===== src/rtl/assert_macros.svh =====
// assertion macros used by the top level rtl file
// no dependencies
`ifndef ASSERT_MACROS_SVH
`define ASSERT_MACROS_SVH

// same-cycle implication, disabled during reset
`define SFLA_ASSERT_NOW(lbl, clk, rst_n, ante, cons) \
    lbl: assert property (@(posedge clk) disable iff (!rst_n) (ante) |-> (cons)) \
        else $error("sfla assertion failed");

// next-cycle implication, disabled during reset
`define SFLA_ASSERT_NEXT(lbl, clk, rst_n, ante, cons) \
    lbl: assert property (@(posedge clk) disable iff (!rst_n) (ante) |=> (cons)) \
        else $error("sfla assertion failed");

`endif


===== src/rtl/sfla_pkg.sv =====
// types and constants of the slab free list allocator
// no dependencies
`default_nettype none

package sfla_pkg;

    localparam int DATA_W    = 64;
    localparam int SIZE_W    = 13;
    localparam int REGION_W  = 13;
    localparam int CMD_W     = 2;
    localparam int STATUS_W  = 2;
    localparam int COUNT_W   = 11;
    localparam int CARVED_W  = 24;

    localparam logic [CARVED_W-1:0] CARVE_MAX      = 24'hFF_FFFF;
    localparam logic [SIZE_W-1:0]   OBJ_SIZE_RESET = 13'd16;

    typedef enum logic [CMD_W-1:0] {
        CMD_ALLOC = 2'd0,
        CMD_FREE  = 2'd1,
        CMD_ADD   = 2'd2
    } cmd_code_t;

    typedef enum logic [STATUS_W-1:0] {
        ST_OK    = 2'd0,
        ST_EMPTY = 2'd1,
        ST_FULL  = 2'd2
    } status_t;

    typedef struct packed {
        logic load;
        logic rd_issue;
        logic push;
        logic carve_step;
        logic pop;
        logic set_empty;
        logic emit;
    } ctrl_cmd_t;

    typedef struct packed {
        logic free_empty;
        logic carve_more;
    } ctrl_stat_t;

endpackage

`default_nettype wire


===== src/rtl/sfla_ctrl.sv =====
// controller state machine of the slab free list allocator
// depends on sfla_pkg
`default_nettype none

module sfla_ctrl (
    input  wire logic                       clk,
    input  wire logic                       rst_n,
    input  wire logic                       in_valid,
    input  wire logic [sfla_pkg::CMD_W-1:0] command,
    output logic                            in_stall,
    output logic                            out_valid,
    input  wire logic                       out_stall,
    input  wire sfla_pkg::ctrl_stat_t       stat,
    output sfla_pkg::ctrl_cmd_t             cmd
);

    import sfla_pkg::*;

    typedef enum logic [2:0] {
        S_IDLE,
        S_PUSH,
        S_CARVE,
        S_POP,
        S_FINISH
    } state_t;

    state_t state_reg;
    state_t state_next;
    logic   alloc_reg;
    logic   alloc_next;
    logic   out_valid_reg;
    logic   out_valid_next;
    logic   can_emit;

    assign can_emit  = !out_valid_reg || !out_stall;
    assign in_stall  = (state_reg != S_IDLE);
    assign out_valid = out_valid_reg;

    always_comb
    begin
        cmd        = '0;
        state_next = state_reg;
        alloc_next = alloc_reg;
        unique case (state_reg)
            S_IDLE:
            begin
                if (in_valid)
                begin
                    cmd.load   = 1'b1;
                    alloc_next = (command == CMD_ALLOC);
                    unique case (command)
                        CMD_ALLOC:
                        begin
                            if (stat.free_empty)
                            begin
                                state_next = S_CARVE;
                            end
                            else
                            begin
                                cmd.rd_issue = 1'b1;
                                state_next   = S_POP;
                            end
                        end
                        CMD_FREE:
                        begin
                            state_next = S_PUSH;
                        end
                        CMD_ADD:
                        begin
                            state_next = S_CARVE;
                        end
                        default:
                        begin
                            state_next = S_FINISH;
                        end
                    endcase
                end
            end
            S_PUSH:
            begin
                if (can_emit)
                begin
                    cmd.push   = 1'b1;
                    cmd.emit   = 1'b1;
                    state_next = S_IDLE;
                end
            end
            S_CARVE:
            begin
                if (stat.carve_more)
                begin
                    cmd.carve_step = 1'b1;
                end
                else if (alloc_reg && stat.free_empty)
                begin
                    cmd.set_empty = 1'b1;
                    state_next    = S_FINISH;
                end
                else if (alloc_reg)
                begin
                    cmd.rd_issue = 1'b1;
                    state_next   = S_POP;
                end
                else
                begin
                    state_next = S_FINISH;
                end
            end
            S_POP:
            begin
                if (can_emit)
                begin
                    cmd.pop    = 1'b1;
                    cmd.emit   = 1'b1;
                    state_next = S_IDLE;
                end
            end
            S_FINISH:
            begin
                if (can_emit)
                begin
                    cmd.emit   = 1'b1;
                    state_next = S_IDLE;
                end
            end
            default:
            begin
                state_next = S_IDLE;
            end
        endcase
    end

    assign out_valid_next = cmd.emit || (out_valid_reg && out_stall);

    always_ff @(posedge clk or negedge rst_n)
    begin
        if (!rst_n)
        begin
            state_reg     <= S_IDLE;
            alloc_reg     <= 1'b0;
            out_valid_reg <= 1'b0;
        end
        else
        begin
            state_reg     <= state_next;
            alloc_reg     <= alloc_next;
            out_valid_reg <= out_valid_next;
        end
    end

endmodule

`default_nettype wire


===== config.mk =====
export PLATFORM = sky130hd
export DESIGN_NAME = sfla_ctrl
export DESIGN_NICKNAME = d
export VERILOG_FILES = /design/src/rtl/assert_macros.svh /design/src/rtl/sfla_pkg.sv /design/src/rtl/sfla_ctrl.sv
export SDC_FILE = /design/constraint.sdc
export NUM_CORES = 1
export LEC_CHECK = 0
export BUFFER_PORTS_ARGS = -buffer_cell sky130_fd_sc_hd__buf_4
export CAP_MARGIN = 20
export CORE_AREA = 3 3 40 42
export CTS_BUF_LIST = sky130_fd_sc_hd__clkbuf_2 sky130_fd_sc_hd__clkbuf_4 sky130_fd_sc_hd__clkbuf_8
export DETAILED_ROUTE_END_ITERATION = 12
export DIE_AREA = 0 0 43 45
export PLACE_DENSITY = 0.51
export SETUP_SLACK_MARGIN = 0.1
export SLEW_MARGIN = 30
export SYNTH_ARGS = -nofsm -noshare
export SYNTH_HDL_FRONTEND = slang
export SYNTH_SLANG_ARGS = --single-unit

===== constraint.sdc =====
create_clock -name clk -period 2.8 [get_ports clk]
set_input_delay 0 -clock clk [delete_from_list [all_inputs] [get_ports clk]]
set_output_delay 0 -clock clk [all_outputs]
set_load 0.005 [all_outputs]

After elaboration in Yosys (flattened, before gate mapping)
Cells that the tools add are included.

Muxes and demuxes: 25. Equal/unequal tests: 9. Reductions and logical operators: 12.

Operators by type and width (count): $pmux 3 s3 (2); $mux 1 (16); $mux 3 (5); $eq 3x2->1 const B (2); $ne 2x2->1 const B (2); $eq 3x1->1 const B (1); $eq 3x3->1 const B (1); $logic_not 3->1 (1); $reduce_and 3->1 (1); $reduce_bool 3->1 (1); $reduce_or 3->1 (1); $eq 2x1->1 const B (1); $eq 2x2->1 const B (1); $logic_and 1x1->1 (2); $logic_not 1->1 (2); $logic_not 2->1 (1); $logic_or 1x1->1 (2); $mux 2 (1); $ne 2x1->1 const B (1); $pmux 1 s2 (1); $reduce_and 2->1 (1).

Logic and storage cells: 49. Output and inout port bits: 9. Input bits: 8. Register bits: 5.

Depth between registers and ports, before layout
Gate-level depths: netlist (run 1).

Depth in word-level cells: 5. Mapped depth: 4. Gate-level depth less buffers: 4.

Worst setup path before layout (run 1)
No wires, ideal clock.

Path kind: flip-flop to flip-flop. Start: register out_valid_reg, in the netlist out_valid. End: register state_reg[1]. Path buffers: 0. Arrival: 1275 ps. Clock period less this slack: 1400 ps. Path slack: 1400 ps. Stages on the path, launching flop included: 5. Library setup time: 125 ps. Required time: 2675 ps. Cell sequence: dfrtp_1 > and2_4 > and3_4 > a211oi_4 > mux2_4.

Longest elaborated chain between the ends: 4.

RTL lines: start, declared (RTL line sfla_ctrl.sv:31) `logic out_valid_reg;`; start signal, assigned (RTL line sfla_ctrl.sv:147) `out_valid_reg <= out_valid_next;`; $logic_not 1->1 (RTL line sfla_ctrl.sv:35) `assign can_emit = !out_valid_reg || !out_stall;`; $logic_or 1x1->1 (RTL line sfla_ctrl.sv:35); $ne 2x1->1 (no line); $reduce_and 3->1 (no line); end signal, assigned (RTL line sfla_ctrl.sv:145) `state_reg <= state_next;`; end, declared (RTL line sfla_ctrl.sv:27) `state_t state_reg;`.

Every way passes these cells. A chain may end at the register's enable or synchronous reset.

==> summary.txt, run 1 <==
outcome: completed
DR pass1 iterations: 4
vias in the first global route: 332
CTS Buffer Depth: 2
post-DR wirelength/cell: 11.1 µm
ratio of cells with drive above 1 in the final layout: 42.4%
average cell area after synthesis: 8.99 µm²
Final Skew: 6.83 ps
clock-pin slew on the worst setup and hold paths: 50 ps
number of buffers created by CTS: 3
Setup-failing EPs final: 0
number of routed nets with antenna violations: 0
P per Cell Area: 925 mW/mm²
Setup TNS: 0 ps
Worst EP arrival: 1720 ps
Via density: 5.04
largest net degree at the start of global routing: 8
DIE HEIGHT: 45 µm
number of post-CTS setup repair buffers: 0
Tot GR Track Use: 10.2%
Pleak: 0.291 nW
IO buf count: 16
worst slew margin relative to its limit: 81.2%
final global-route overflow total: 0
antenna diode count: 0
# clock sinks: 5
first-pass GRT wire length: 1370 µm
final hold vios: 0
Seq/Total Area, Yosys: 32.4%
Worst EP required: 2800 ps
Vias: 408
commonest non-fill, non-tap cell in the layout: buf_4
Clock Latency Late Sink: 240 ps
Max Fclk: 0.583 GHz
post-route insts no fill: 81
Row Count: 13
post-CTS sizing: 0
max FFs per register: 3
NumNets Final: 75
core area: 0.00128 mm²
crit-path max FO: 6
initial antenna violation count: 0
Mapped Area: 387 µm²
Ys Warns: 0
CTS tree: yes
clock root buffer: clkbuf_4
Final Wtd Congestion: 0.726
max cap viols: 0
initial cell density of the core: 30.1%
DR DRC count: 0
Area growth, synth to finish: 51.5%
die extent in x: 43 µm
Unique masters post-synth: 25
unrepaired setup endpoints after global routing: no
flops & latches, synth: 5
Die Footprint: 0.00194 mm²
CP Launch Type: register
Tcrit/Tclk final: 61.3%
commonest non-fill, non-tap cells in the layout: buf_4 (16), nand2_1 (8), dfrtp_1 (5), nor2_1 (4), clkbuf_4 (4)
WL final: 899 µm
syn nets: 51
Mapped Cells: 43
crit path kind: reg2out
minimum clock period: 1720 ps
Hold Crit Class: in2reg
H-tree Lvls: 1
I/O pins: 17
worst vdd ir: 0.000415 V
CP endpoint kind: primary output
Slew Viols, Final: 0
Initial DRC Count: 9
placed insts: 74
Slew @ Worst Pin: 282 ps
[where the power goes]
| group | leakage, nW | total, mW | switching [mW] | internal [mW] |
|---|---|---|---|---|
| Clock | 0.0184 | 0.0931 | 0.0295 | 0.0635 |
| Sequential | 0.0649 | 0.149 | 0.0457 | 0.104 |
| Combinational | 0.208 | 0.299 | 0.128 | 0.171 |
| Total | 0.291 | 0.541 | 0.203 | 0.338 |
[cell type report]
type	instances	area, µm²
clock buffer	4	30.0
fill	133	699
inverter	2	7.51
multi-input combinational	36	254
sequential	5	125
tap	15	18.8
timing repair buffer	19	150
[kinds of logic (layout without fill, tap and decap cells)]
logic type	Yosys count	in the layout	share of synthesized area, %
flops	5	5	32.4
buf+inv	2	25	1.94
compound gates	9	9	19.7
simple gates	26	26	42.1
mux	1	1	3.88
[synthesized netlist by cell type (all sizes together)]
| master | instances | area (µm²) |
|---|---|---|
| a211oi | 1 | 20.0 |
| a21boi | 1 | 7.51 |
| a21oi | 1 | 5.00 |
| a31o | 1 | 8.76 |
| a32o | 1 | 10.0 |
| and2 | 2 | 17.5 |
| and2b | 1 | 10.0 |
| and3 | 2 | 17.5 |
| dfrtp | 5 | 125 |
| inv | 2 | 7.51 |
| mux2 | 1 | 15.0 |
| nand2 | 8 | 30.0 |
| nand2b | 1 | 6.26 |
| nand3 | 1 | 5.00 |
| nor2 | 4 | 15.0 |
| nor2b | 2 | 12.5 |
| nor3 | 2 | 21.3 |
| nor3b | 1 | 12.5 |
| o21ai | 2 | 10.0 |
| o31ai | 2 | 15.0 |
| or2b | 1 | 7.51 |
| or4 | 1 | 7.51 |
[metrics by stage]
stage | total power [mW] | hold WS [ps] | instance area, µm² | setup WS (ps) | util [%]
floorplan | 0.329 | -296 | 387 | 1400 | -
global placement | 0.441 | -190 | 526 | 1310 | 40.9
detailed placement | 0.439 | -192 | 526 | 1300 | 40.9
CTS | 0.550 | 3.93 | 586 | 1080 | 45.6
global route | 0.588 | 6.64 | 586 | 955 | 45.6
finish | 0.541 | 13.1 | 586 | 1080 | 45.6
[final timing paths]
path,start,endpoint,slack (ps),depth (start not counted)
min in group asynchronous,rst_n,state_reg[0],100,2
worst min-delay path,out_stall,out_valid,10,3
worst max-delay path,state_reg[2],cmd[5],1080,5
worst max register to register,state_reg[2],alloc_reg,1130,4
worst min register to register,out_valid,out_valid,550,2
max in group asynchronous,rst_n,alloc_reg,2590,2
[layer usage]
| metal | vias to the layer above | track usage [%] | wire length [µm] |
|---|---|---|---|
| met5 | - | 0 | 0 |
| met2 | 14 | 15.0 | 423 |
| met1 | 190 | 11.5 | 391 |
| met4 | 0 | 7.23 | 22 |
| met3 | 2 | 5.18 | 62 |
| li1 | 202 | - | - |
[critical path, stage by stage (launching register included)]
cell,delay [ps]
dfrtp_1,450
nor3_4,270
nand2_1,130
or4_1,410
o21ai_1,90
buf_4,120
[timing repair]
| action | 4_1_cts | 5_1_grt |
|---|---|---|
| endpoints found under the hold margin | 6 | 0 |
| endpoints found under the setup margin | 0 | 0 |
| hold buffers | 3 | 0 |
Note: power is estimated with default switching activity, not from simulation.
==> run 2: changes to the inputs <==
Settings changed: ABC_AREA from default to 1, PLACE_DENSITY 0.51 to 0.53.
Clock period 2.8 ns to 1.7 ns, I/O delays scaled along.
==> summary.txt, run 2 <==
unrepaired setup endpoints after global routing: no
Setup-failing EPs final: 0 (unchanged)
share of the synthesized area in the top cell type: 30.6% (-1.8 points)
outcome: completed
Area growth, synth to finish: 43.4%
post-route insts no fill: 98 (+21%)
slowest cell on the critical path: dfrtp_1
ys async rst share: 100% (unchanged)
Synth Area in Compound Gates: 6.73% (-13 points)
Seq/Total Area, Yosys: 30.6% (-1.8 points)
Net Sw Power: 0.427 mW (+110%)
Tcrit/Tclk final: 80.9%
Ys Warns: 0 (unchanged)
CTS tree: yes
Mapped Area: 409 µm² (+5.8%)
DIE HEIGHT: 45 µm (unchanged)
final core occ: 45.7% (+0.097 points)
Synth Area in Simple Gates: 50.8% (+8.7 points)
Initial DRC Count: 9 (unchanged)
commonest non-fill, non-tap cell in the layout: nand2_1
initial antenna violation count: 0 (unchanged)
final hold vios: 0 (unchanged)
Worst EP required: 1700 ps (-1100 ps)
commonest non-fill, non-tap cells in the layout: nand2_1 (21), buf_4 (16), inv_1 (9), nand3_1 (7), dfrtp_1 (5)
crit path kind: reg2out
Mapped Cells: 62 (+44%)
average cell area after synthesis: 6.60 µm² (-27%)
largest stage delay on the critical path: 430 ps (-20 ps)
EDFF count, synth: 0 (unchanged)
number of buffers created by CTS: 3 (unchanged)
Final Wtd Congestion: 0.727 (+0.19%)
Unique masters post-synth: 16 (-36%)
max cap viols: 0 (unchanged)
worst vdd ir: 0.000576 V (+39%)
Worst EP arrival: 1380 ps (-340 ps)
largest family of logic cells by synthesized area: simple AND/OR/NAND/NOR gates
Clk network pwr share: 16.0% (-1.2 points)
NumNets Final: 92 (+23%)
pre-CTS WS: 541 ps (-760 ps)
mux contribution to synthesized area: 0% (-3.9 points)
I/O pins: 17 (unchanged)
Setup TNS: 0 ps (unchanged)
DR DRC count: 0 (unchanged)
area post-placement: 537 µm² (+2.1%)
PnR worst setup slack: 324 ps (-761 ps)
IO buf count: 16 (unchanged)
CP endpoint kind: primary output
Slew Viols, Final: 0 (unchanged)
DR pass1 iterations: 3 (-1)
Die Footprint: 0.00194 mm² (unchanged)
sequential power share: 27.0% (-0.6 points)
minimum clock period: 1380 ps
worst path cell trace: nor2_4, nand4_1, o22ai_2, buf_4
Final Cell Area: 587 µm² (+0.21%)
worst slew margin relative to its limit: 81.2% (about the same)
Clock Latency Late Sink: 240 ps (about the same)
number of routed nets with antenna violations: 0 (unchanged)
max FFs per register: 3 (unchanged)
most frequent cell after synthesis: nand2_1
dpl hpwl: 794 µm
area leader, netlist: dfrtp_1
Hold Crit Class: in2reg
Via density: 4.67 (-7.2%)
H-tree Lvls: 1 (unchanged)
Final Skew: 0.152 ps (-6.68 ps)
internal power: 0.518 mW (+53%)
Max Fclk: 0.727 GHz
CP Launch Type: register
commonest cells in the synthesized netlist: nand2_1 (21), inv_1 (9), nand3_1 (7)
Row Count: 13 (unchanged)
# clock sinks: 5 (unchanged)
delay-heaviest family, CP: flip-flops
Synth area leaders: dfrtp_1 (31%), nand2_1 (19%), nand3_1 (8.6%)
Combinational Power Share: 57.0% (+1.8 points)
Slew @ Worst Pin: 282 ps (-0.538 ps)
XOR/XNOR Fraction of Synth Area: 0% (unchanged)
crit-path max FO: 7 (+1)
post-DR wirelength/cell: 9.81 µm (-12%)
hold slack: 65.7 ps (+52.6 ps)
core area: 0.00128 mm² (unchanged)
flops & latches, synth: 5 (unchanged)
Post-Synth Adder-Cell Area: 0% (unchanged)
Vias: 458 (+12%)
WL final: 961 µm (+6.9%)
largest net degree at the start of global routing: 10 (+2)
Tot GR Track Use: 10.1% (-0.084 points)
PnR Total Power: 0.945 mW (+74%)
CTS Buffer Depth: 2 (unchanged)
vias in the first global route: 396 (+19%)
clock root buffer: clkbuf_4
first-pass GRT wire length: 1480 µm (+7.5%)
initial cell density of the core: 31.8% (+1.8 points)
WP buf/inv: 1 (unchanged)
die extent in x: 43 µm (unchanged)
placed insts: 92 (+24%)
ratio of cells with drive above 1 in the final layout: 34.9% (-7.5 points)
antenna diode count: 0 (unchanged)
number of post-CTS setup repair buffers: 0 (unchanged)
syn nets: 70 (+37%)
P per Cell Area: 1610 mW/mm² (+74%)
final global-route overflow total: 0 (unchanged)
Pleak: 0.344 nW (+18%)
most common flop cell mapped by yosys: dfrtp_1
Sw Ratio: 45.1% (+7.6 points)
clock-pin slew on the worst setup and hold paths: 40 ps (about the same)
run 2: cell types whose count changed after synthesis, moves of 2 or more:
cell,delta
nor2b_1,-2
nand3_1,+6
and2_4,-2
nand3_2,+2
o31ai_1,-2
inv_1,+7
nand2_1,+13
nor2_4,+2
nand2_2,+3
nor3_1,+2
run 2: power groups by stage:
stage                     sequential (mW)  combinational, mW  clock [mW]
after CTS                           0.256              0.548       0.153
after floorplan                     0.225              0.394           0
after global placement              0.257              0.542           0
final                               0.255              0.538       0.151
after detailed placement            0.258              0.540           0
after global routing                0.266              0.601       0.164
run 2: path summary, 6_finish.rpt:
kind	start	to	slack, ps	cells after the start
setup reg to reg	state_reg[1]	state_reg[0]	540	7
max in group asynchronous	rst_n	state_reg[1]	1490	2
min in group asynchronous	rst_n	out_valid	100	2
hold / removal	command[0]	alloc_reg	70	4
setup / recovery	state_reg[2]	cmd[5]	320	4
hold reg to reg	out_valid	out_valid	490	2
run 2: metal layers:
layer | up-vias | GRT usage [%] | part of all wire, %
met1 | 206 | 12.2 | 45
met4 | 0 | 3.61 | 0
met5 | - | 0 | 0
met3 | 0 | 3.59 | 7.6
li1 | 237 | - | -
met2 | 15 | 16.8 | 47
run 2: worst min-delay path, delay by kind of cell:
family,cells,cell delay (ps)
buffers and inverters,1,90
and+or+nand+nor,3,170
run 2: what timing repair did:
item / 4_1_cts / 5_1_grt
hold buffers: 2 / 0
gates resized for setup: 0 / 0
hold endpoints to repair: 6 / 0
run 2: kinds of logic after synthesis:
logic type             after synthesis
AOI/OAI and AO/OA                    4
buffers and inverters               11
DFF                                  5
and+or+nand+nor                     42
run 2: final cells by class:
class                   instances  area, µm²
repair buffers                 18        140
clock buffers                   4       30.0
flip-flops and latches          5        125
fillers                       144        698
multi-input cells              46        235
inverters                      10       37.5
well taps                      15       18.8
==> run 3: changes to the inputs <==
Settings changed: ABC_AREA 1 to 0.
Clock period 1.7 ns to 1.2 ns, I/O delays scaled along.
==> summary.txt, run 3 (synthesis gave the netlist of run 1 again) <==
outcome: finished with violations
failing checks: negative hold slack, negative setup slack
Tcrit/Tclk final: 135%
initial cell density of the core: 30.1% (-1.8 points)
CP endpoint kind: primary output
clock root buffer: clkbuf_4
Final Wtd Congestion: 0.738 (+1.5%)
Initial DRC Count: 3 (-6)
vias in the first global route: 411 (+3.8%)
Vias: 453 (-1.1%)
I/O pins: 17 (unchanged)
dpl hpwl: 797 µm (+0.45%)
Slew @ Worst Pin: 242 ps (-39.8 ps)
pre-CTS WS: -225 ps (-766 ps)
minimum clock period: 1620 ps
clock-pin slew on the worst setup and hold paths: 60 ps (+20 ps)
PnR worst setup slack: -422 ps (-746 ps)
Tot GR Track Use: 13.7% (+3.6 points)
RR Startpoint: state_reg[0]
NumNets Final: 90 (-2.2%)
Max Fclk: 0.617 GHz
CP Launch Type: register
CTS tree: yes
Pleak: 0.369 nW (+7.2%)
P per Cell Area: 2430 mW/mm² (+51%)
initial antenna violation count: 0 (unchanged)
IO buf count: 16 (unchanged)
antenna diode count: 0 (unchanged)
Row Count: 13 (unchanged)
crit path kind: reg2out
hold endpoint: alloc_reg
# clock sinks: 5 (unchanged)
commonest non-fill, non-tap cell in the layout: buf_4
max cap viols: 0 (unchanged)
Final Skew: 5.82 ps (+5.66 ps)
final core occ: 58.8% (+13 points)
worst slew margin relative to its limit: 83.7% (+2.5 points)
hold-fix buffers at CTS: 1 (-1)
final hold vios: 1 (+1)
Setup-failing EPs final: 12 (+12)
hold depth: 2 (-2)
die extent in x: 43 µm (unchanged)
Worst EP required: 1200 ps (-500 ps)
Reg2Reg Depth: 7 (unchanged)
final global-route overflow total: 0 (unchanged)
crit-path max FO: 2 (-5)
r2r setup slk: -370 ps (-910 ps)
WL final: 1220 µm (+27%)
unrepaired setup endpoints after global routing: yes
Hold Crit Class: in2reg
ratio of cells with drive above 1 in the final layout: 67.9% (+33 points)
Slew Viols, Final: 0 (unchanged)
Die Footprint: 0.00194 mm² (unchanged)
Via density: 4.72 (+0.97%)
largest net degree at the start of global routing: 7 (-3)
Clock Latency Late Sink: 260 ps (+20 ps)
FF-to-FF End: state_reg[0]
Setup TNS: -3330 ps (-3330 ps)
H-tree Lvls: 1 (unchanged)
worst vdd ir: 0.00117 V (+100%)
max FFs per register: 3 (unchanged)
number of buffers created by CTS: 3 (unchanged)
post-DR wirelength/cell: 12.7 µm (+29%)
PnR Total Power: 1.83 mW (+94%)
first-pass GRT wire length: 1860 µm (+26%)
hold slack: -31.5 ps (-97.2 ps)
min-delay src: command[0]
DIE HEIGHT: 45 µm (unchanged)
Worst EP arrival: 1620 ps (+240 ps)
Area growth, synth to finish: 95.5%
DR DRC count: 0 (unchanged)
core area: 0.00128 mm² (unchanged)
number of routed nets with antenna violations: 0 (unchanged)
DR pass1 iterations: 4 (+1)
CTS Buffer Depth: 2 (unchanged)
commonest non-fill, non-tap cells in the layout: buf_4 (29), nand2_1 (7), clkbuf_4 (4), buf_6 (4)
## run 3: cell types whose count changed in the layout (fill, tap and decap cells not counted), sizes merged, moves of 2 or more
cell / delta
nand3: -8
nor2b: +2
and2: +2
and3: +2
buf: +17
o31ai: +2
inv: -8
nand2: -16
## run 3: worst max-delay path by stage
stage / from / endpoint
floorplan: out_valid / state_reg[1]
global placement: state_reg[2] / cmd[5]
detailed placement: state_reg[2] / cmd[5]
CTS: state_reg[1] / cmd[5]
global route: state_reg[2] / cmd[5]
finish: state_reg[0] / cmd[5]
## run 3: layout make-up
type                    instances  area [µm²]
multi-input cells              36         298
clock buffers                   4        30.0
well taps                      15        18.8
inverters                       2        7.51
fillers                       107         529
repair buffers                 34         273
flip-flops and latches          5         129
## run 3: report_power, final
group	switching (mW)	internal, mW	total [mW]
combinational	0.486	0.766	1.25
clock	0.0915	0.150	0.241
sequential	0.0898	0.249	0.339
## run 3: metal layers
layer	part of all wire, %	global-route usage, %
met1	40	14.8
met2	56	24.6
met3	2.5	2.39
met4	1.4	9.04
met5	0	0
## run 3: worst max-delay path, stage by stage, from the launching register on
cell	delay (ps)
dfrtp_2	420
nor3_4	190
nand2_1	80
or4_1	430
o21ai_1	110
buf_4	130
## run 3: per-stage QoR
| stage | std cells | instance area, µm² |
|---|---|---|
| global placement | 85 | 609 |
| global route | 96 | 756 |
| CTS | 94 | 724 |
| detailed placement | 85 | 609 |
| floorplan | 43 | 388 |
| finish | 96 | 756 |
## run 3: what timing repair did
action,in CTS,in global routing
gates cloned,0,0
pin swaps,3,3
buffers inserted,4,3
resized for setup,13,3
endpoints found under the hold margin,6,1
setup endpoints to repair,13,13
